===== config.mk =====
export PLATFORM = sky130hd
export DESIGN_NAME = psvd_back
export DESIGN_NICKNAME = d
export VERILOG_FILES = /design/src/psvd_pkg.sv /design/src/psvd_back.sv
export SDC_FILE = /design/constraint.sdc
export NUM_CORES = 2
export LEC_CHECK = 0
export ABC_AREA = 1
export BUFFER_PORTS_ARGS = -buffer_cell sky130_fd_sc_hd__buf_2
export CAP_MARGIN = 20
export CORE_MARGIN = 2
export CORE_UTILIZATION = 42
export DETAILED_ROUTE_END_ITERATION = 8
export PLACE_DENSITY = 0.62
export SYNTH_ARGS = -nofsm -noshare
export SYNTH_HDL_FRONTEND = slang
export SYNTH_SLANG_ARGS = --single-unit

===== constraint.sdc =====
create_clock -name i_clk -period 21 [get_ports i_clk]
set_clock_uncertainty 0.1 [all_clocks]
set_input_delay 4.2 -clock i_clk [delete_from_list [all_inputs] [get_ports i_clk]]
set_output_delay 4.2 -clock i_clk [all_outputs]
set_load 0.02 [all_outputs]

===== src/psvd_pkg.sv =====
// shared types, constants and conversion functions of the plot stream decoder
// no dependencies
package psvd_pkg;

    localparam int COORD_BITS = 48;
    localparam int FRAC_BITS  = 16;
    localparam int PROD_BITS  = COORD_BITS + 13;
    localparam int Q_BITS     = 22;

    typedef logic signed [COORD_BITS-1:0] t_coord;

    // argument kinds of the command table
    localparam logic [3:0] K_BAD   = 4'd0;
    localparam logic [3:0] K_NONE  = 4'd1;
    localparam logic [3:0] K_SHORT = 4'd2;
    localparam logic [3:0] K_IEEE  = 4'd3;
    localparam logic [3:0] K_CHAR  = 4'd4;
    localparam logic [3:0] K_TEXT  = 4'd5;

    // command letters
    localparam logic [7:0] CH_NL  = 8'h0A;
    localparam logic [7:0] CH_A   = 8'h41;
    localparam logic [7:0] CH_LZ  = 8'h7A;
    localparam logic [7:0] CH_F   = 8'h46;
    localparam logic [7:0] CH_LS  = 8'h73;
    localparam logic [7:0] CH_LW  = 8'h77;
    localparam logic [7:0] CH_US  = 8'h53;
    localparam logic [7:0] CH_UW  = 8'h57;
    localparam logic [7:0] CH_LM  = 8'h6D;
    localparam logic [7:0] CH_LO  = 8'h6F;
    localparam logic [7:0] CH_UM  = 8'h4D;
    localparam logic [7:0] CH_UO  = 8'h4F;
    localparam logic [7:0] CH_LN  = 8'h6E;
    localparam logic [7:0] CH_LQ  = 8'h71;
    localparam logic [7:0] CH_UN  = 8'h4E;
    localparam logic [7:0] CH_UQ  = 8'h51;
    localparam logic [7:0] CH_LL  = 8'h6C;
    localparam logic [7:0] CH_LV  = 8'h76;
    localparam logic [7:0] CH_UL  = 8'h4C;
    localparam logic [7:0] CH_UV  = 8'h56;
    localparam logic [7:0] CH_LP  = 8'h70;
    localparam logic [7:0] CH_LX  = 8'h78;
    localparam logic [7:0] CH_UP  = 8'h50;
    localparam logic [7:0] CH_UX  = 8'h58;

    // kind in the upper nibble, argument count in the lower, from 'A'
    localparam logic [7:0] CMD_TABLE [58] = '{
        8'h00, 8'h00, 8'h43, 8'h00, 8'h00, 8'h10, 8'h00, 8'h00, 8'h00, 8'h00,
        8'h00, 8'h26, 8'h23, 8'h23, 8'h33, 8'h23, 8'h33, 8'h00, 8'h26, 8'h00,
        8'h00, 8'h36, 8'h36, 8'h33, 8'h00, 8'h00,
        8'h00, 8'h00, 8'h00, 8'h00, 8'h00, 8'h00,
        8'h26, 8'h00, 8'h23, 8'h00, 8'h10, 8'h51, 8'h00, 8'h00, 8'h33, 8'h00,
        8'h00, 8'h24, 8'h22, 8'h22, 8'h32, 8'h22, 8'h32, 8'h36, 8'h24, 8'h51,
        8'h00, 8'h34, 8'h34, 8'h32, 8'h00, 8'h00
    };

    typedef enum logic [2:0] {
        EV_LINE  = 3'd0,
        EV_ERASE = 3'd1,
        EV_FLUSH = 3'd2,
        EV_BAD   = 3'd3,
        EV_DEGEN = 3'd4
    } t_event;

    typedef enum logic [1:0] {
        PH_CMD  = 2'd0,
        PH_ARGS = 2'd1,
        PH_TEXT = 2'd2
    } t_phase;

    typedef enum logic [1:0] {
        J_EVENT = 2'd0,
        J_SPACE = 2'd1,
        J_MOVE  = 2'd2,
        J_DRAW  = 2'd3
    } t_job_op;

    typedef enum logic [2:0] {
        B_IDLE = 3'd0,
        B_SUB  = 3'd1,
        B_MUL  = 3'd2,
        B_DIV  = 3'd3,
        B_FIX  = 3'd4,
        B_DONE = 3'd5
    } t_bstate;

    // one decoded command handed from the parser to the executor
    typedef struct packed {
        t_job_op op;
        t_event  evt;
        logic [7:0] bad;
        logic    use_cur;
        t_coord  v0;
        t_coord  v1;
        t_coord  v2;
        t_coord  v3;
    } t_job;

    function automatic logic [7:0] cmd_entry(input logic [7:0] b);
        logic [7:0] off;
        off = b - CH_A;
        if (b >= CH_A && b <= CH_LZ) begin
            return CMD_TABLE[off[5:0]];
        end
        return 8'h00;
    endfunction

    function automatic t_coord make_fixed(input logic neg, input logic [63:0] mag);
        logic [63:0] maxpos;
        logic [63:0] m;
        maxpos = (64'd1 << (COORD_BITS - 1)) - 64'd1;
        if (!neg) begin
            return (mag > maxpos) ? maxpos[COORD_BITS-1:0] : mag[COORD_BITS-1:0];
        end
        m = (mag > maxpos + 64'd1) ? maxpos + 64'd1 : mag;
        return t_coord'(-(m[COORD_BITS-1:0]));
    endfunction

    function automatic t_coord short_to_fixed(input logic [15:0] raw);
        logic signed [63:0] w;
        w = 64'(signed'(raw)) <<< FRAC_BITS;
        return w[COORD_BITS-1:0];
    endfunction

    function automatic t_coord ieee_to_fixed(input logic [63:0] bits);
        logic        neg;
        logic [10:0] expo;
        logic [63:0] mant;
        logic signed [12:0] sh;
        logic [12:0] nsh;
        logic [63:0] mag;
        neg  = bits[63];
        expo = bits[62:52];
        mant = {12'd0, bits[51:0]};
        if (expo == 11'h7FF) begin
            if (mant != 64'd0) begin
                return '0;
            end
            return make_fixed(neg, '1);
        end
        if (expo == 11'd0) begin
            sh = 13'(-1074 + FRAC_BITS);
        end else begin
            mant[52] = 1'b1;
            sh = signed'({2'b00, expo}) - 13'(1075 - FRAC_BITS);
        end
        if (mant == 64'd0) begin
            return '0;
        end
        if (sh > 13'sd10) begin
            return make_fixed(neg, '1);
        end
        nsh = 13'(-sh);
        if (sh >= 13'sd0) begin
            mag = mant << sh[3:0];
        end else if (sh <= -13'sd64) begin
            mag = 64'd0;
        end else begin
            mag = mant >> nsh[5:0];
        end
        return make_fixed(neg, mag);
    endfunction

endpackage


===== src/psvd_back.sv =====
// executor: keeps window and current point, maps segments with a serial divider
// depends on psvd_pkg
module psvd_back (
    input  logic            i_clk,
    input  logic            i_rst_n,
    input  psvd_pkg::t_job  i_job,
    input  logic            i_job_empty,
    output logic            o_job_pop,
    input  logic [12:0]     i_width,
    input  logic [12:0]     i_height,
    input  logic            i_out_pop,
    output logic            o_out_valid,
    output logic [2:0]      o_kind,
    output logic [15:0]     o_sx,
    output logic [15:0]     o_sy,
    output logic [15:0]     o_ex,
    output logic [15:0]     o_ey,
    output logic [7:0]      o_bad
);
    import psvd_pkg::*;

    t_bstate r_state, n_state;

    t_coord r_win [4];
    t_coord r_cp  [2];
    t_coord r_pt  [4];
    logic [15:0] r_res [4];
    logic [1:0]  r_c;
    logic        r_ok;
    logic        r_neg;
    logic [COORD_BITS-1:0] r_nmag, r_dmag;
    logic [PROD_BITS-1:0]  r_prod;
    logic [COORD_BITS-1:0] r_rem;
    logic [Q_BITS-1:0]     r_q;
    logic [5:0]  r_cnt;

    logic        r_ov;
    logic [2:0]  r_kind;
    logic [15:0] r_sx, r_sy, r_ex, r_ey;
    logic [7:0]  r_bad;

    // coordinate selection for the current step
    t_coord      v_sel, lo_sel, hi_sel;
    logic [12:0] scale;
    logic        nneg, dneg;
    logic [COORD_BITS-1:0] nmag, dmag;

    // divider step
    logic [COORD_BITS:0]   r2;
    logic                  ge;
    logic [Q_BITS-1:0]     q2;

    // final fix-up
    logic signed [23:0] qs, ss, t, tfix;
    logic [15:0] sat;

    logic start;

    assign v_sel  = r_pt[r_c];
    assign lo_sel = r_win[{1'b0, r_c[0]}];
    assign hi_sel = r_win[{1'b1, r_c[0]}];
    assign scale  = r_c[0] ? i_height : i_width;
    assign nneg   = v_sel < lo_sel;
    assign dneg   = hi_sel < lo_sel;
    assign nmag   = nneg ? lo_sel - v_sel : v_sel - lo_sel;
    assign dmag   = dneg ? lo_sel - hi_sel : hi_sel - lo_sel;

    assign r2 = {r_rem, r_prod[r_cnt]};
    assign ge = r2 >= {1'b0, r_dmag};

    always_comb begin
        q2 = {r_q[Q_BITS-2:0], ge};
        if (q2 > Q_BITS'(1 << 20)) begin
            q2 = Q_BITS'(1 << 20);
        end
    end

    always_comb begin
        qs = {2'b00, r_q};
        ss = {11'd0, scale};
        tfix = '0;
        if (!r_c[0]) begin
            t = r_neg ? -qs : qs;
        end else if (r_neg) begin
            t = ss + qs;
        end else if (r_rem == '0) begin
            t = ss - qs;
        end else begin
            tfix = ss - qs - 24'sd1;
            t = (tfix < 0) ? ss - qs : tfix;
        end
        if (t > 24'sd32767) begin
            sat = 16'h7FFF;
        end else if (t < -24'sd32768) begin
            sat = 16'h8000;
        end else begin
            sat = t[15:0];
        end
    end

    assign start = (r_state == B_IDLE) && !i_job_empty && !r_ov;

    always_comb begin
        n_state = r_state;
        unique case (r_state)
            B_IDLE: if (start && i_job.op == J_DRAW) n_state = B_SUB;
            B_SUB: begin
                if (dmag == '0) begin
                    n_state = (r_c == 2'd3) ? B_DONE : B_SUB;
                end else begin
                    n_state = B_MUL;
                end
            end
            B_MUL:  n_state = B_DIV;
            B_DIV:  if (r_cnt == 6'd0) n_state = B_FIX;
            B_FIX:  n_state = (r_c == 2'd3) ? B_DONE : B_SUB;
            B_DONE: n_state = B_IDLE;
            default: n_state = B_IDLE;
        endcase
    end

    always_comb begin
        o_job_pop = start;
    end

    always_ff @(posedge i_clk) begin
        if (!i_rst_n) begin
            r_state <= B_IDLE;
            r_ov    <= 1'b0;
            r_win   <= '{default: '0};
            r_cp    <= '{default: '0};
        end else begin
            r_state <= n_state;
            if (r_ov && i_out_pop) begin
                r_ov <= 1'b0;
            end
            unique case (r_state)
                B_IDLE: begin
                    if (start) begin
                        case (i_job.op)
                            J_EVENT: r_ov <= 1'b1;
                            J_SPACE: begin
                                r_win[0] <= i_job.v0; r_win[1] <= i_job.v1;
                                r_win[2] <= i_job.v2; r_win[3] <= i_job.v3;
                            end
                            J_MOVE: begin
                                r_cp[0] <= i_job.v0; r_cp[1] <= i_job.v1;
                            end
                            default: ;
                        endcase
                    end
                end
                B_DONE: begin
                    r_cp[0] <= r_pt[2];
                    r_cp[1] <= r_pt[3];
                    r_ov    <= 1'b1;
                end
                default: ;
            endcase
        end
    end

    // datapath; outputs load only at job start or segment end, so a result holds
    always_ff @(posedge i_clk) begin
        case (r_state)
            B_IDLE: begin
                if (start) begin
                    r_kind <= i_job.evt;
                    r_bad  <= i_job.bad;
                    r_sx <= '0; r_sy <= '0; r_ex <= '0; r_ey <= '0;
                    r_c  <= 2'd0;
                    r_ok <= 1'b1;
                    r_pt[0] <= i_job.use_cur ? r_cp[0] : i_job.v0;
                    r_pt[1] <= i_job.use_cur ? r_cp[1] : i_job.v1;
                    r_pt[2] <= i_job.v2;
                    r_pt[3] <= i_job.v3;
                end
            end
            B_SUB: begin
                r_nmag <= nmag;
                r_dmag <= dmag;
                r_neg  <= nneg ^ dneg;
                if (dmag == '0) begin
                    r_ok <= 1'b0;
                    r_c  <= r_c + 2'd1;
                end
            end
            B_MUL: begin
                r_prod <= PROD_BITS'(r_nmag * scale);
                r_rem  <= '0;
                r_q    <= '0;
                r_cnt  <= 6'(PROD_BITS - 1);
            end
            B_DIV: begin
                r_rem <= ge ? COORD_BITS'(r2 - {1'b0, r_dmag}) : r2[COORD_BITS-1:0];
                r_q   <= q2;
                r_cnt <= r_cnt - 6'd1;
            end
            B_FIX: begin
                r_res[r_c] <= sat;
                r_c <= r_c + 2'd1;
            end
            B_DONE: begin
                r_kind <= r_ok ? EV_LINE : EV_DEGEN;
                r_bad  <= '0;
                if (r_ok) begin
                    r_sx <= r_res[0]; r_sy <= r_res[1];
                    r_ex <= r_res[2]; r_ey <= r_res[3];
                end
            end
            default: ;
        endcase
    end

    assign o_out_valid = r_ov;
    assign o_kind = r_kind;
    assign o_sx   = r_sx;
    assign o_sy   = r_sy;
    assign o_ex   = r_ex;
    assign o_ey   = r_ey;
    assign o_bad  = r_bad;

endmodule


==> flow_summary.yaml <==
timing:
  setup_violating_endpoint_count_in_the_final_report: 0
  worst_slew_margin_rel: 0.169
  achievable-frequency_mhz: 95.7
  holdWs_ns: 0.404
  final.min_clock_period_ns: 10.45
  worstMarginPinSlew_ns: 1.23
  setup-tns-final_ns: 0
  grt_setup_unrepaired: "no"
  finalCritPeriodShare: 0.498
  hold_viol: 0
  report.final.slew_viol_count: 0
routing:
  dr.first_iter.drc_count: 6727
  dr.pass1.iters: 6
  detailroute.via_count: 66700
  final_antenna_net_count: 0
  routed_wirelength_um: 278000
  avgRoutedWirePerCell_um: 22.7
  route.detailed.vias_per_inst: 5.46
  drcViolationCount: 0
clock_network:
  post_cts_buffers: 0
  ctsHoldBuffers: 0
  tritoncts: "done"
  cts_buffers: 94
  clock-sinks: 862
  worst_setup_hold_path_clk_slew_ns: 0.06
  clockBufferDepth: 3
  cts-resized-gates: 0
  clock_tree.htree_level_count: 3
  insertion_delay_ns: 0.74
  clk_root_buffer_cell: "sky130_fd_sc_hd__clkbuf_16"
layout:
  most_common_cell_after_layout_fill_and_taps_aside: "sky130_fd_sc_hd__nand2_1"
  syn2layout_area_growth_pct: 8.92
  commonest_cells_after_routing_fill_and_taps_aside: "2332 x sky130_fd_sc_hd__nand2_1, 1565 x sky130_fd_sc_hd__inv_1, 1034 x sky130_fd_sc_hd__nor2_1, 770 x sky130_fd_sc_hd__o21ai_0, 646 x sky130_fd_sc_hd__a21oi_1"
  final-instance-count-excl-fill: 12200
  total_nets_final: 11000
  layout-drive-gt1-share: 0.0757
yosys:
  postSynthRegisterBits: 862
  distinct_cell_type_count_of_the_synthesized_netlist: 69
  synth_largest_type_area_fraction: 0.231
  synthesis.yosys.warnings: 0
  ys_dominant_reg_cell: "sky130_fd_sc_hd__edfxtp_1"
  async_set_or_reset_register_ratio_after_synthesis: 0
  synthDominantAreaCellType: "sky130_fd_sc_hd__edfxtp_1"
  synth_enable_flop_cells: 568
  postSynthAreaPerCell_sq_um: 7.55
  synth_sequential_area_ratio: 0.311
  ys_top_cells_by_area: "sky130_fd_sc_hd__edfxtp_1 23%, sky130_fd_sc_hd__fa_1 14%, sky130_fd_sc_hd__nand2_1 12%"
  netlist_area_sq_mm: 0.0738
  mappedNetlistNets: 10900
  gate_count_post_synth: 9782
hold_path:
  holdCritPathClass: "flip-flop to flip-flop"
placement:
  port_buffers: 312
  finalWeightedCongestion: 1.04
  numPlacedInstances: 12100
  post-dp-hpwl_um: 218000
run:
  cap_viol_max_count: 0
worst_setup_path:
  critical_path.max_fanout: 48
  setup.worst_path.class: "input port to flip-flop"
  max_stage_delay_ns: 0.57
  wp_data_required_ns: 21.44
  worst_path_most_repeated_cell: "sky130_fd_sc_hd__nand2_1"
  cp-end-kind: "flip-flop"
  critical-path-slowest-cell: "sky130_fd_sc_hd__fa_1"
  worst_path_dominant_cell_family: "adder cells"
  arrival_time_of_data_at_the_critical_path_endpoint_ns: 10.90
  startpoint_type: "input port"
  critical_path.n_buffers_inverters: 6
  worst-r2r-setup-slack_ns: 12.95
global_routing:
  number_of_global_route_vias_before_repair: 64100
  grt_pass1_wl_um: 411000
  grt_antenna_before_repair: 1
  grt_util_all_layers: 0.303
  largest_net_degree_at_the_start_of_global_routing: 193
  overflow: 0
floorplan:
  floorplan.die.height_um: 423
  placement_rows: 153
  floorplan.die_area_sq_mm: 0.179
  floorplan.io_pins: 313
  core_sq_mm: 0.174
  fp.dieW_um: 423
  initial_core_util: 0.424
status:
  outcome: "complete, no violations"
==> worst paths after layout <==
check | cells after the start | startpoint | to
min | 2 | r_win[74] | r_win[74]
min reg2reg | 2 | r_win[74] | r_win[74]
max reg2reg | 28 | r_c[0] | r_prod[53]
max | 28 | i_width[1] | r_prod[53]
==> worst register-to-register path: cells and delay by family (launching register included) <==
family | cells | cell delay, ns
flops | 1 | 0.39
fa+ha+maj | 6 | 2.97
compound gates | 2 | 0.65
buf+inv | 6 | 1.32
xor+xnor | 1 | 0.17
simple gates | 13 | 2.28
==> cell families (layout without fill, tap and decap cells) <==
kind of cell / Yosys count / count (layout) / share of synthesized area
AOI/OAI and AO/OA: 1795 / 1795 / 0.134
DFF: 862 / 862 / 0.311
other: 1 / 5 / 0.0000508
xor gates and xnor gates: 258 / 258 / 0.0306
buffers and inverters: 2044 / 2166 / 0.107
and+or+nand+nor: 3929 / 3929 / 0.214
adders and majority gates: 892 / 892 / 0.203
muxes: 1 / 1 / 0.000136
==> metal layers <==
| layer | wire, um | global-route usage |
|---|---|---|
| met4 | 11500 | 0.113 |
| met5 | 0 | 0 |
| met1 | 120000 | 0.418 |
| met2 | 125000 | 0.476 |
| met3 | 21600 | 0.0514 |
==> final cells by class <==
type	count	area, sq um
Tap cell	2325	2910
Antenna cell	4	10.0
Fill cell	17600	93800
Multi-Input combinational cell	6876	43100
Timing Repair Buffer	385	2160
Sequential cell	862	22900
Clock inverter	50	648
Clock buffer	127	2630
Inverter	1604	6030
==> registers in the layout (all words and copies together), names as in the netlist, 48 cells and up, named ones only <==
name    count
r_res      64
r_dmag     48
r_rem      48
r_win     192
r_nmag     48
r_pt      192
r_prod     61
r_cp       96
==> stage by stage <==
step | util | instance area [sq um] | setup WS [ns]
after floorplan | - | 73800 | 2.71
after global placement | 0.443 | 77100 | 9.99
after detailed placement | 0.443 | 77100 | 9.99
after CTS | 0.461 | 80400 | 10.75
after global routing | 0.461 | 80400 | 10.26
final | 0.462 | 80400 | 10.55
==> synthesized netlist by cell type (24+ instances only) <==
cell type / instances
sky130_fd_sc_hd__nand3_1: 253
sky130_fd_sc_hd__inv_2: 28
sky130_fd_sc_hd__clkbuf_2: 33
sky130_fd_sc_hd__xor2_1: 178
sky130_fd_sc_hd__ha_1: 379
sky130_fd_sc_hd__nor3_1: 51
sky130_fd_sc_hd__or2_2: 122
sky130_fd_sc_hd__fa_1: 513
sky130_fd_sc_hd__clkbuf_1: 294
sky130_fd_sc_hd__o21bai_1: 24
sky130_fd_sc_hd__a31oi_1: 129
sky130_fd_sc_hd__inv_1: 1568
sky130_fd_sc_hd__buf_1: 56
sky130_fd_sc_hd__dfxtp_1: 294
sky130_fd_sc_hd__o21ai_0: 772
sky130_fd_sc_hd__edfxtp_1: 568
sky130_fd_sc_hd__a32oi_1: 47
sky130_fd_sc_hd__xnor2_1: 80
sky130_fd_sc_hd__buf_2: 34
sky130_fd_sc_hd__nor2_1: 1038
sky130_fd_sc_hd__o21a_1: 29
sky130_fd_sc_hd__a21oi_1: 647
sky130_fd_sc_hd__nand2_1: 2332
sky130_fd_sc_hd__nand4_1: 62
Power is left out: the tool's default activity adds up to more than one toggle a clock period on the data nets, which glitch-free logic cannot reach.
