$ cat config.mk
export PLATFORM = sky130hd
export DESIGN_NAME = psvd_jobq
export DESIGN_NICKNAME = d
export VERILOG_FILES = /design/src/psvd_pkg.sv /design/src/psvd_jobq.sv
export SDC_FILE = /design/constraint.sdc
export NUM_CORES = 1
export LEC_CHECK = 0
export ABC_AREA = 1
export BUFFER_PORTS_ARGS = -buffer_cell sky130_fd_sc_hd__buf_2
export CAP_MARGIN = 5
export CORE_ASPECT_RATIO = 1.2
export CORE_MARGIN = 5
export CORE_UTILIZATION = 45
export CTS_CLUSTER_SIZE = 30
export DETAILED_ROUTE_END_ITERATION = 7
export PLACE_DENSITY_LB_ADDON = 0.3
export SYNTH_ARGS = -nofsm -noshare
export SYNTH_HDL_FRONTEND = slang
export SYNTH_SLANG_ARGS = --single-unit
$ cat constraint.sdc
create_clock -name i_clk -period 19.3 [get_ports i_clk]
set_input_delay 1.93 -clock i_clk [delete_from_list [all_inputs] [get_ports i_clk]]
set_output_delay 1.93 -clock i_clk [all_outputs]
set_load 0.02 [all_outputs]
$ cat src/psvd_pkg.sv
// shared types, constants and conversion functions of the plot stream decoder
// no dependencies
package psvd_pkg;

    localparam int COORD_BITS = 48;
    localparam int FRAC_BITS  = 16;
    localparam int PROD_BITS  = COORD_BITS + 13;
    localparam int Q_BITS     = 22;

    typedef logic signed [COORD_BITS-1:0] t_coord;

    // argument kinds of the command table
    localparam logic [3:0] K_BAD   = 4'd0;
    localparam logic [3:0] K_NONE  = 4'd1;
    localparam logic [3:0] K_SHORT = 4'd2;
    localparam logic [3:0] K_IEEE  = 4'd3;
    localparam logic [3:0] K_CHAR  = 4'd4;
    localparam logic [3:0] K_TEXT  = 4'd5;

    // command letters
    localparam logic [7:0] CH_NL  = 8'h0A;
    localparam logic [7:0] CH_A   = 8'h41;
    localparam logic [7:0] CH_LZ  = 8'h7A;
    localparam logic [7:0] CH_F   = 8'h46;
    localparam logic [7:0] CH_LS  = 8'h73;
    localparam logic [7:0] CH_LW  = 8'h77;
    localparam logic [7:0] CH_US  = 8'h53;
    localparam logic [7:0] CH_UW  = 8'h57;
    localparam logic [7:0] CH_LM  = 8'h6D;
    localparam logic [7:0] CH_LO  = 8'h6F;
    localparam logic [7:0] CH_UM  = 8'h4D;
    localparam logic [7:0] CH_UO  = 8'h4F;
    localparam logic [7:0] CH_LN  = 8'h6E;
    localparam logic [7:0] CH_LQ  = 8'h71;
    localparam logic [7:0] CH_UN  = 8'h4E;
    localparam logic [7:0] CH_UQ  = 8'h51;
    localparam logic [7:0] CH_LL  = 8'h6C;
    localparam logic [7:0] CH_LV  = 8'h76;
    localparam logic [7:0] CH_UL  = 8'h4C;
    localparam logic [7:0] CH_UV  = 8'h56;
    localparam logic [7:0] CH_LP  = 8'h70;
    localparam logic [7:0] CH_LX  = 8'h78;
    localparam logic [7:0] CH_UP  = 8'h50;
    localparam logic [7:0] CH_UX  = 8'h58;

    // kind in the upper nibble, argument count in the lower, from 'A'
    localparam logic [7:0] CMD_TABLE [58] = '{
        8'h00, 8'h00, 8'h43, 8'h00, 8'h00, 8'h10, 8'h00, 8'h00, 8'h00, 8'h00,
        8'h00, 8'h26, 8'h23, 8'h23, 8'h33, 8'h23, 8'h33, 8'h00, 8'h26, 8'h00,
        8'h00, 8'h36, 8'h36, 8'h33, 8'h00, 8'h00,
        8'h00, 8'h00, 8'h00, 8'h00, 8'h00, 8'h00,
        8'h26, 8'h00, 8'h23, 8'h00, 8'h10, 8'h51, 8'h00, 8'h00, 8'h33, 8'h00,
        8'h00, 8'h24, 8'h22, 8'h22, 8'h32, 8'h22, 8'h32, 8'h36, 8'h24, 8'h51,
        8'h00, 8'h34, 8'h34, 8'h32, 8'h00, 8'h00
    };

    typedef enum logic [2:0] {
        EV_LINE  = 3'd0,
        EV_ERASE = 3'd1,
        EV_FLUSH = 3'd2,
        EV_BAD   = 3'd3,
        EV_DEGEN = 3'd4
    } t_event;

    typedef enum logic [1:0] {
        PH_CMD  = 2'd0,
        PH_ARGS = 2'd1,
        PH_TEXT = 2'd2
    } t_phase;

    typedef enum logic [1:0] {
        J_EVENT = 2'd0,
        J_SPACE = 2'd1,
        J_MOVE  = 2'd2,
        J_DRAW  = 2'd3
    } t_job_op;

    typedef enum logic [2:0] {
        B_IDLE = 3'd0,
        B_SUB  = 3'd1,
        B_MUL  = 3'd2,
        B_DIV  = 3'd3,
        B_FIX  = 3'd4,
        B_DONE = 3'd5
    } t_bstate;

    // one decoded command handed from the parser to the executor
    typedef struct packed {
        t_job_op op;
        t_event  evt;
        logic [7:0] bad;
        logic    use_cur;
        t_coord  v0;
        t_coord  v1;
        t_coord  v2;
        t_coord  v3;
    } t_job;

    function automatic logic [7:0] cmd_entry(input logic [7:0] b);
        logic [7:0] off;
        off = b - CH_A;
        if (b >= CH_A && b <= CH_LZ) begin
            return CMD_TABLE[off[5:0]];
        end
        return 8'h00;
    endfunction

    function automatic t_coord make_fixed(input logic neg, input logic [63:0] mag);
        logic [63:0] maxpos;
        logic [63:0] m;
        maxpos = (64'd1 << (COORD_BITS - 1)) - 64'd1;
        if (!neg) begin
            return (mag > maxpos) ? maxpos[COORD_BITS-1:0] : mag[COORD_BITS-1:0];
        end
        m = (mag > maxpos + 64'd1) ? maxpos + 64'd1 : mag;
        return t_coord'(-(m[COORD_BITS-1:0]));
    endfunction

    function automatic t_coord short_to_fixed(input logic [15:0] raw);
        logic signed [63:0] w;
        w = 64'(signed'(raw)) <<< FRAC_BITS;
        return w[COORD_BITS-1:0];
    endfunction

    function automatic t_coord ieee_to_fixed(input logic [63:0] bits);
        logic        neg;
        logic [10:0] expo;
        logic [63:0] mant;
        logic signed [12:0] sh;
        logic [12:0] nsh;
        logic [63:0] mag;
        neg  = bits[63];
        expo = bits[62:52];
        mant = {12'd0, bits[51:0]};
        if (expo == 11'h7FF) begin
            if (mant != 64'd0) begin
                return '0;
            end
            return make_fixed(neg, '1);
        end
        if (expo == 11'd0) begin
            sh = 13'(-1074 + FRAC_BITS);
        end else begin
            mant[52] = 1'b1;
            sh = signed'({2'b00, expo}) - 13'(1075 - FRAC_BITS);
        end
        if (mant == 64'd0) begin
            return '0;
        end
        if (sh > 13'sd10) begin
            return make_fixed(neg, '1);
        end
        nsh = 13'(-sh);
        if (sh >= 13'sd0) begin
            mag = mant << sh[3:0];
        end else if (sh <= -13'sd64) begin
            mag = 64'd0;
        end else begin
            mag = mant >> nsh[5:0];
        end
        return make_fixed(neg, mag);
    endfunction

endpackage

$ cat src/psvd_jobq.sv
// two-entry job queue between parser and executor
// depends on psvd_pkg
module psvd_jobq (
    input  logic            i_clk,
    input  logic            i_rst_n,
    input  logic            i_push,
    input  psvd_pkg::t_job  i_job,
    input  logic            i_pop,
    output psvd_pkg::t_job  o_job,
    output logic            o_empty,
    output logic            o_full
);
    import psvd_pkg::*;

    t_job       r_mem [2];
    logic       r_wp, r_rp;
    logic [1:0] r_cnt;
    logic       do_push, do_pop;

    assign o_empty = (r_cnt == 2'd0);
    assign o_full  = (r_cnt == 2'd2);
    assign o_job   = r_mem[r_rp];
    assign do_push = i_push && !o_full;
    assign do_pop  = i_pop && !o_empty;

    always_ff @(posedge i_clk) begin
        if (!i_rst_n) begin
            r_wp  <= 1'b0;
            r_rp  <= 1'b0;
            r_cnt <= 2'd0;
        end else begin
            if (do_push) begin
                r_wp <= ~r_wp;
            end
            if (do_pop) begin
                r_rp <= ~r_rp;
            end
            r_cnt <= r_cnt + {1'b0, do_push} - {1'b0, do_pop};
        end
        if (do_push) begin
            r_mem[r_wp] <= i_job;
        end
    end

endmodule

==> results of run 1 <==
area by class of cell:
type                    instances  area, sq um
clock buffers                  59         1190
multi-input cells             230         2970
flip-flops and latches        417        12500
inverters                       9         41.3
diodes                         12         30.0
clock inverters                17          154
well taps                     462          578
repair buffers                424         2140
fillers                      2731        15100
power by group through the flow:
| stage | Sequential [mW] | Clock (mW) | Combinational, mW |
|---|---|---|---|
| finish | 1.20 | 0.783 | 0.715 |
| global route | 1.21 | 0.848 | 0.759 |
| CTS | 1.20 | 0.806 | 0.728 |
| detailed placement | 1.22 | 0 | 0.726 |
| global placement | 1.21 | 0 | 0.723 |
| floorplan | 1.23 | 0 | 0.532 |
critical path, cell delays in order (launching register included):
cell	delay [ns]
dfxtp_4	0.60
buf_4	0.87
buf_4	0.91
mux2_2	0.42
buf_2	0.17
routing by layer:
metal  global-route usage  vias up  routed length (um)
met3               0.0473       75                2300
met2                0.305      309               18200
met4               0.0827        0                1480
met1                0.166     3839               11300
li1                     -     3595                   -
met5                    0        -                   0
worst min-delay path by stage:
stage                         to               from  cells past startpoint  slack, ns
4_1_cts        r_rp$_SDFFE_PN0P_  r_rp$_SDFFE_PN0P_                      2       0.51
3_5_place_dp   r_rp$_SDFFE_PN0P_  r_rp$_SDFFE_PN0P_                      2       0.50
6_report       r_rp$_SDFFE_PN0P_  r_rp$_SDFFE_PN0P_                      2       0.51
3_3_place_gp   r_rp$_SDFFE_PN0P_  r_rp$_SDFFE_PN0P_                      2       0.48
5_1_grt        r_rp$_SDFFE_PN0P_  r_rp$_SDFFE_PN0P_                      2       0.55
2_1_floorplan          flip-flop  r_rp$_SDFFE_PN0P_                      2       0.47
synthesized netlist by cell type (all sizes together):
cell,number,area (sq um)
edfxtp,412,12400
nand2,9,33.8
mux2,206,2850
ha,2,25.0
a21oi,2,10.0
inv,9,33.8
nand3,3,15.0
dfxtp,5,100
nor2,8,30.0
buf,23,221
state kept, by name, summed over array words and instances (netlist names), named ones only:
| name | flops |
|---|---|
| r_cnt | 2 |
| r_mem | 412 |
| r_rp | 1 |
| r_wp | 1 |
cells by family (layout without fill, tap and decap cells):
logic type / Yosys count / in the layout / synth area share
and+or+nand+nor: 20 / 20 / 0.00502
other: 0 / 12 / 0
AOI/OAI and AO/OA: 2 / 2 / 0.000638
adders and majority gates: 2 / 2 / 0.00160
buffers and inverters: 32 / 509 / 0.0163
DFF: 417 / 417 / 0.795
muxes: 206 / 206 / 0.181
==> reports/qor.yml, run 1 <==
sta:
  setup_ws_ns: 13.70
  skew_ns: 0.0107
  maxSlewViolCount: 0
  final_hold_viol_count: 0
  worstMarginPinSlew_ns: 1.12
  setup_tns_ns: 0
  fin_crit_sh: 0.290
  holdWs_ns: 0.513
  maxSlewHeadroom: 0.255
  fmax_ghz: 0.179
  min_period_ns: 5.60
  setup_violations: 0
  rsz0062_at_grt: "no"
route:
  drcViolationCount: 0
  vias_per_cell: 4.80
  ant_nets: 0
  drt_iter0_markers: 416
  dr.pass1.iters: 4
  totalWireLength_um: 33300
  wl_per_cell_um: 20.4
  dr_total_vias: 7818
global_routing:
  grtUsageTotal: 0.164
  grt_pass1_vias: 8578
  grt_max_degree: 134
  grt_overflow: 0
  antenna_found_initial: 12
  grt_pass1_wl_um: 48800
critical_path:
  r2r_slack_ns: 16.14
  startpoint_type: "flip-flop"
  crit_end: "o_job[36]"
  worstSetupEndpointType: "output port"
  reg2reg_depth: 6
  worstReg2RegEnd: "r_mem[0][98]$_DFFE_PP_"
  required_ns: 17.37
  crit_arrival_ns: 3.67
  critical_path_class: "flip-flop to output port"
  r2r_start: "r_cnt[0]$_SDFF_PN0_"
  path_max_fanout: 70
clocking:
  cts_hold_buf: 0
  clk_pin_slew_ns: 0.06
  cts_setup_buffers: 0
  numCtsBuffers: 42
  ctsResizeCount: 0
  root_buffer: "clkbuf_16"
  clk_path_buf_depth: 3
  clock_latency_ns: 0.53
  cts_tree: "done"
  cts.sink_count: 417
  h-tree-depth: 2
status:
  status: "finished, final reports clean"
floorplanning:
  die_w_um: 180
  die-height_um: 215
  core_sq_um: 34700
  start_util: 0.452
  io_pins: 418
  row_count: 75
  dieArea_sq_um: 38700
layout:
  drive_above_1_share: 0.594
  final_area_sq_um: 19600
  final_cells: 1630
  area_growth_pct: 24.8
  nNetsFinal: 1336
  final_common_cell: "buf_2"
  fin_util: 0.564
  final_cell_mix: "buf_2, edfxtp_1, mux2_4"
power:
  power.total_mw: 2.69
  p_leak_nw: 7.57
  switchingPower_mw: 0.772
  seqPwrFrac: 0.444
  power_frac_clock: 0.290
  sw_frac_of_total: 0.287
  ir_worst_vdd_v: 0.0000893
  intPower_mw: 1.92
  power_density_nw_per_um2: 138
  combPwrFrac: 0.265
synth:
  synthCells: 679
  ys_ff_latch: 417
  synth_seq_area_share: 0.795
  synth_area_per_cell_sq_um: 23.1
  syn-cell-area_sq_um: 15700
  syn-num-nets: 891
  ys_warn_count: 0
  yosysUniqueCellTypes: 12
placement:
  placed_cells: 1542
  dpl_cell_area_sq_um: 18200
  io_buffers: 417
  place_congestion: 0.817
  dp_hpwl_um: 23300
  post-place-ws_ns: 14.28
hold_path:
  hold_class: "flip-flop to flip-flop"
job:
  drv_cap: 0
Note: power is estimated with default switching activity, not from simulation.
==> run 2, diff against run 1 <==
Clock period 19.3 ns to 4.8 ns, I/O delays scaled along.
==> run 2 against run 1 <==
Effect of this change:
- sequential share of layout area is 0.13 points higher
- sequential power rose to 4.0 times the previous value
- critical endpoint is now o_job[62]
- worst setup slack got worse by 12 ns
==> reports/qor.yml, run 2 (same netlist as run 1, synthesis figures left out) <==
clocking:
  cts_setup_buffers: 0
  clock_latency_ns: 0.52
  clk_pin_slew_ns: 0.06
  root_buffer: "clkbuf_16"
  clk_path_buf_depth: 3
  cts_tree: "done"
  h-tree-depth: 2
  ctsResizeCount: 0
  cts.sink_count: 417
  cts_hold_buf: 0
  numCtsBuffers: 41
job:
  drv_cap: 0
floorplanning:
  io_pins: 418
  start_util: 0.452
  die_w_um: 180
  dieArea_sq_um: 38700
  core_sq_um: 34700
  row_count: 75
  die-height_um: 215
layout:
  largest_register_ffs: 412
  final_cell_mix: "buf_2, edfxtp_1, mux2_4"
  nNetsFinal: 1338
  top_regs: "r_mem x412, r_cnt x2"
  area_growth_pct: 24.5
  top_register: "r_mem"
  drive_above_1_share: 0.595
  final_area_sq_um: 19500
  final_common_cell: "buf_2"
critical_path:
  path_max_fanout: 69
  worstReg2RegEnd: "r_mem[1][88]$_DFFE_PP_"
  startpoint_type: "flip-flop"
  crit_arrival_ns: 2.67
  r2r_start: "r_cnt[1]$_SDFF_PN0_"
  worstSetupEndpointType: "output port"
  r2r_slack_ns: 2.23
  critical_path_class: "flip-flop to output port"
  reg2reg_depth: 4
  required_ns: 4.32
route:
  drcViolationCount: 0
  ant_nets: 0
  dr.pass1.iters: 4
  wl_per_cell_um: 19.8
  drt_iter0_markers: 445
  totalWireLength_um: 32200
  vias_per_cell: 4.75
  dr_total_vias: 7728
placement:
  place_congestion: 0.764
  dp_hpwl_um: 22200
  io_buffers: 417
  dpl_cell_area_sq_um: 18300
hold_path:
  hold_start: "i_job[185]"
  hold_end: "r_mem[0][185]$_DFFE_PP_"
  hold_class: "input pin to flip-flop"
  holdPathStages: 1
global_routing:
  met3_usage: 0.0463
  grt_pass1_wl_um: 48400
  met1_usage: 0.183
  grt_max_degree: 107
  grtUsageTotal: 0.161
  busiest_layer: "met2"
  antenna_found_initial: 13
  grt_overflow: 0
  use_met2: 0.287
  grt_pass1_vias: 8330
sta:
  worstMarginPinSlew_ns: 1.16
  holdWs_ns: 0.145
  fmax_ghz: 0.317
  setup_tns_ns: 0
  skew_ns: 0.0102
  final_hold_viol_count: 0
  rsz0062_at_grt: "no"
  maxSlewHeadroom: 0.222
  min_period_ns: 3.15
  fin_crit_sh: 0.657
  maxSlewViolCount: 0
  setup_violations: 0
power:
  ir_worst_vdd_v: 0.000314
  power_density_nw_per_um2: 543
  p_leak_nw: 7.54
status:
  status: "finished, final reports clean"
-- run 2: worst max path at each step --
| stage | start | to | slack, ns | cells past startpoint |
|---|---|---|---|---|
| after floorplan | i_push | r_mem[1][0]$_DFFE_PP_ | 0.73 | 2 |
| after global placement | flip-flop | o_job[33] | 2.17 | 3 |
| after detailed placement | flip-flop | o_job[33] | 2.15 | 3 |
| after CTS | flip-flop | o_job[33] | 1.58 | 3 |
| after global routing | flip-flop | o_job[62] | 1.52 | 3 |
| final | flip-flop | o_job[62] | 1.65 | 3 |
-- run 2: critical path, stage by stage (launching register included) --
cell	delay (ns)
dfxtp_4	1.04
buf_12	0.46
mux2_2	0.39
buf_2	0.16
-- run 2: metrics by stage --
step	cells	util	worst slack [ns]	power, mW
6_report	1626	0.563	1.65	10.6
5_1_grt	1624	0.562	1.52	11.1
4_1_cts	1618	0.562	1.58	10.8
3_5_place_dp	1545	0.528	2.15	7.87
3_3_place_gp	1545	0.528	2.17	7.83
2_1_floorplan	679	-	0.729	6.98
-- run 2: routing by layer --
metal  share of wire  vias up
met5          0.0016        -
met4           0.033        8
met3           0.067       68
met2            0.53      271
met1            0.37     3785
li1                -     3596
-- run 2: cell type report --
| class | instances | area (sq um) |
|---|---|---|
| flip-flops and latches | 417 | 12500 |
| fillers | 2717 | 15200 |
| clock inverters | 18 | 115 |
| repair buffers | 427 | 2260 |
| clock buffers | 55 | 1080 |
| well taps | 462 | 578 |
| multi-input cells | 230 | 2970 |
| inverters | 9 | 37.5 |
| diodes | 8 | 20.0 |
-- run 2: power by group --
group / internal, mW / switching [mW] / total [mW]
clock network: 1.63 / 1.24 / 2.87
registers: 4.62 / 0.197 / 4.82
logic: 1.25 / 1.68 / 2.93
==> run 3, diff against run 2 <==
Settings changed: ABC_AREA 1 to 0.
Clock period 4.8 ns to 2.98 ns, I/O delays scaled along.
==> run 3 against run 2 <==
Effect of this change:
- cell count up 12%
- sequential share of layout area down 6.5 points
- synthesized cell count down 1.6%
- largest cell class unchanged
- non-clock buffer count up 213
==> reports/qor.yml, run 3 <==
synth:
  synth_adder_area_share: 0.00160
  synth_top_area_frac: 0.789
  ys_ff_latch: 417
  synth_flop_cell: "edfxtp_1"
  yosysMostFrequentCell: "edfxtp_1"
  synth_compound_area_frac: 0.000479
  ys_warn_count: 0
  synthArstFlopShare: 0
  synth_area_leaders: "edfxtp_1, mux2_4, mux2_2"
  syn-cell-area_sq_um: 15700
  synthCells: 668
  synth_mux_area_frac: 0.182
  synth_common_cells: "edfxtp_1, mux2_4, mux2_2"
  synth_area_per_cell_sq_um: 23.5
  synth_top_family_by_area: "multiplexers"
  synth_edf_count: 412
  synth-simple-area-share: 0.00399
  synth_seq_area_share: 0.796
  yosysUniqueCellTypes: 18
  yosys.area.top_type: "edfxtp_1"
  synth_xor_xnor_area_share: 0.00112
  syn-num-nets: 880
route:
  wl_per_cell_um: 19.2
  ant_nets: 0
  vias_per_cell: 4.69
  dr.pass1.iters: 4
  wl_met3_um: 2140
  dr_total_vias: 8535
  m1WireLength_um: 12700
  wl_met2_um: 18800
  totalWireLength_um: 34800
  drcViolationCount: 0
  drt_iter0_markers: 407
  highest_layer: "met5"
power:
  power.total_mw: 18.6
  combPwrFrac: 0.325
  power_frac_clock: 0.253
  switchingPower_mw: 5.71
  power_density_nw_per_um2: 856
  intPower_mw: 12.9
  ir_worst_vdd_v: 0.000531
  p_leak_nw: 8.46
  seqPwrFrac: 0.422
  sw_frac_of_total: 0.307
critical_path:
  reg2reg_depth: 4
  cp_slowest_cell: "dfxtp_4"
  crit_buf_inv: 3
  cp_top_family: "buffers and inverters"
  r2r_slack_ns: 1.11
  crit_arrival_ns: 2.20
  r2r_start: "r_cnt[0]$_SDFF_PN0_"
  cp_cell_sequence: "buf_12, buf_4, mux2_2, buf_2"
  startpoint_type: "flip-flop"
  worstSetupEndpointType: "output port"
  path_max_fanout: 29
  worstReg2RegEnd: "r_mem[0][35]$_DFFE_PP_"
  required_ns: 2.68
  critical_path_class: "flip-flop to output port"
  slowest_delay_ns: 0.59
placement:
  io_buffers: 417
  dpl_cell_area_sq_um: 18400
  dp_hpwl_um: 22300
  place_congestion: 0.770
layout:
  top_regs: "r_mem x412, r_cnt x2"
  area_growth_pct: 38.7
  nNetsFinal: 1541
  top_register: "r_mem"
  final_common_cell: "buf_2"
  largest_register_ffs: 412
  final_cell_mix: "buf_2, edfxtp_1, dlygate4sd3_1"
  fin_util: 0.634
  final_area_sq_um: 21700
  drive_above_1_share: 0.516
sta:
  maxSlewHeadroom: 0.412
  fin_crit_sh: 0.839
  skew_ns: 0.0131
  fmax_ghz: 0.400
  holdWs_ns: 0.0383
  final_hold_viol_count: 0
  min_period_ns: 2.50
  maxSlewViolCount: 0
  setup_violations: 0
  rsz0062_at_grt: "no"
  worstMarginPinSlew_ns: 0.882
clocking:
  ctsResizeCount: 0
  root_buffer: "clkbuf_16"
  cts_setup_buffers: 0
  numCtsBuffers: 42
  h-tree-depth: 2
  cts_tree: "done"
  clk_pin_slew_ns: 0.06
  cts_hold_buf: 205
  clock_latency_ns: 0.53
  clk_path_buf_depth: 3
  cts.sink_count: 417
status:
  status: "finished, final reports clean"
floorplanning:
  start_util: 0.457
  core_sq_um: 34300
  io_pins: 418
  die_w_um: 180
  dieArea_sq_um: 38700
  die-height_um: 214
  row_count: 74
global_routing:
  grt_pass1_wl_um: 53100
  antenna_found_initial: 4
  grt_overflow: 0
  grt_max_degree: 144
  grt_pass1_vias: 9413
  grtUsageTotal: 0.175
hold_path:
  hold_class: "input pin to flip-flop"
  hold_start: "i_job[124]"
  hold_end: "r_mem[1][124]$_DFFE_PP_"
  holdPathStages: 1
job:
  drv_cap: 0
## run 3: cell types whose count changed in the layout (fill, tap and decap cells not counted), sizes merged, moves of 2 or more
cell	before	now
diode	8	3
clkinv	15	17
nor2	8	5
nand3	3	0
a21oi	2	0
inv	8	6
dlygate4sd3	0	205
and2	0	2
clkbuf	55	53
nand2	9	2
buf	427	435
nand2b	0	2
## run 3: per-stage QoR
step,cells,setup TNS (ns),setup slack (ns)
after floorplan,668,-304.46,-1.01
after global placement,1536,0,1.03
after detailed placement,1536,0,1.02
after CTS,1816,0,0.453
after global routing,1818,0,0.364
final,1819,0,0.479
## run 3: worst max-delay path by stage
| stage | start | endpoint | depth (start not counted) |
|---|---|---|---|
| floorplan | r_cnt[0]$_SDFF_PN0_ | r_mem[0][0]$_DFFE_PP_ | 3 |
| global placement | flip-flop | o_job[3] | 4 |
| detailed placement | flip-flop | o_job[30] | 4 |
| CTS | flip-flop | o_job[30] | 4 |
| global route | flip-flop | o_job[25] | 4 |
| finish | flip-flop | o_job[25] | 4 |
## run 3: power groups by stage
stage          clock (mW)  sequential (mW)  combinational (mW)
2_1_floorplan           0             7.93                4.12
5_1_grt              5.09             7.92                6.37
4_1_cts              4.83             7.84                6.11
3_3_place_gp            0             7.91                5.85
6_report             4.71             7.84                6.04
3_5_place_dp            0             7.96                5.87
## run 3: layout make-up
| type | instances | area (sq um) |
|---|---|---|
| antenna | 3 | 7.51 |
| sequential | 417 | 12500 |
| fill | 2440 | 12500 |
| timing repair buffer | 640 | 4440 |
| inverter | 3 | 11.3 |
| tap | 456 | 571 |
| clock inverter | 22 | 120 |
| clock buffer | 53 | 1110 |
| multi-input combinational | 225 | 3000 |
## run 3: cells by family (layout without fill, tap and decap cells)
family | after synthesis | in the layout
AND/OR/NAND/NOR | 13 | 13
multiplexers | 207 | 207
XOR/XNOR | 2 | 2
buffers and inverters | 26 | 718
flip-flops | 417 | 417
adder cells (fa/ha/maj) | 2 | 2
AO/OA/AOI/OAI | 1 | 1
other | 0 | 3
## run 3: routing by layer
| metal | GRT usage | up-vias |
|---|---|---|
| met5 | 0 | - |
| met4 | 0.0673 | 2 |
| met3 | 0.0453 | 65 |
| met2 | 0.321 | 293 |
| met1 | 0.194 | 4188 |
| li1 | - | 3987 |
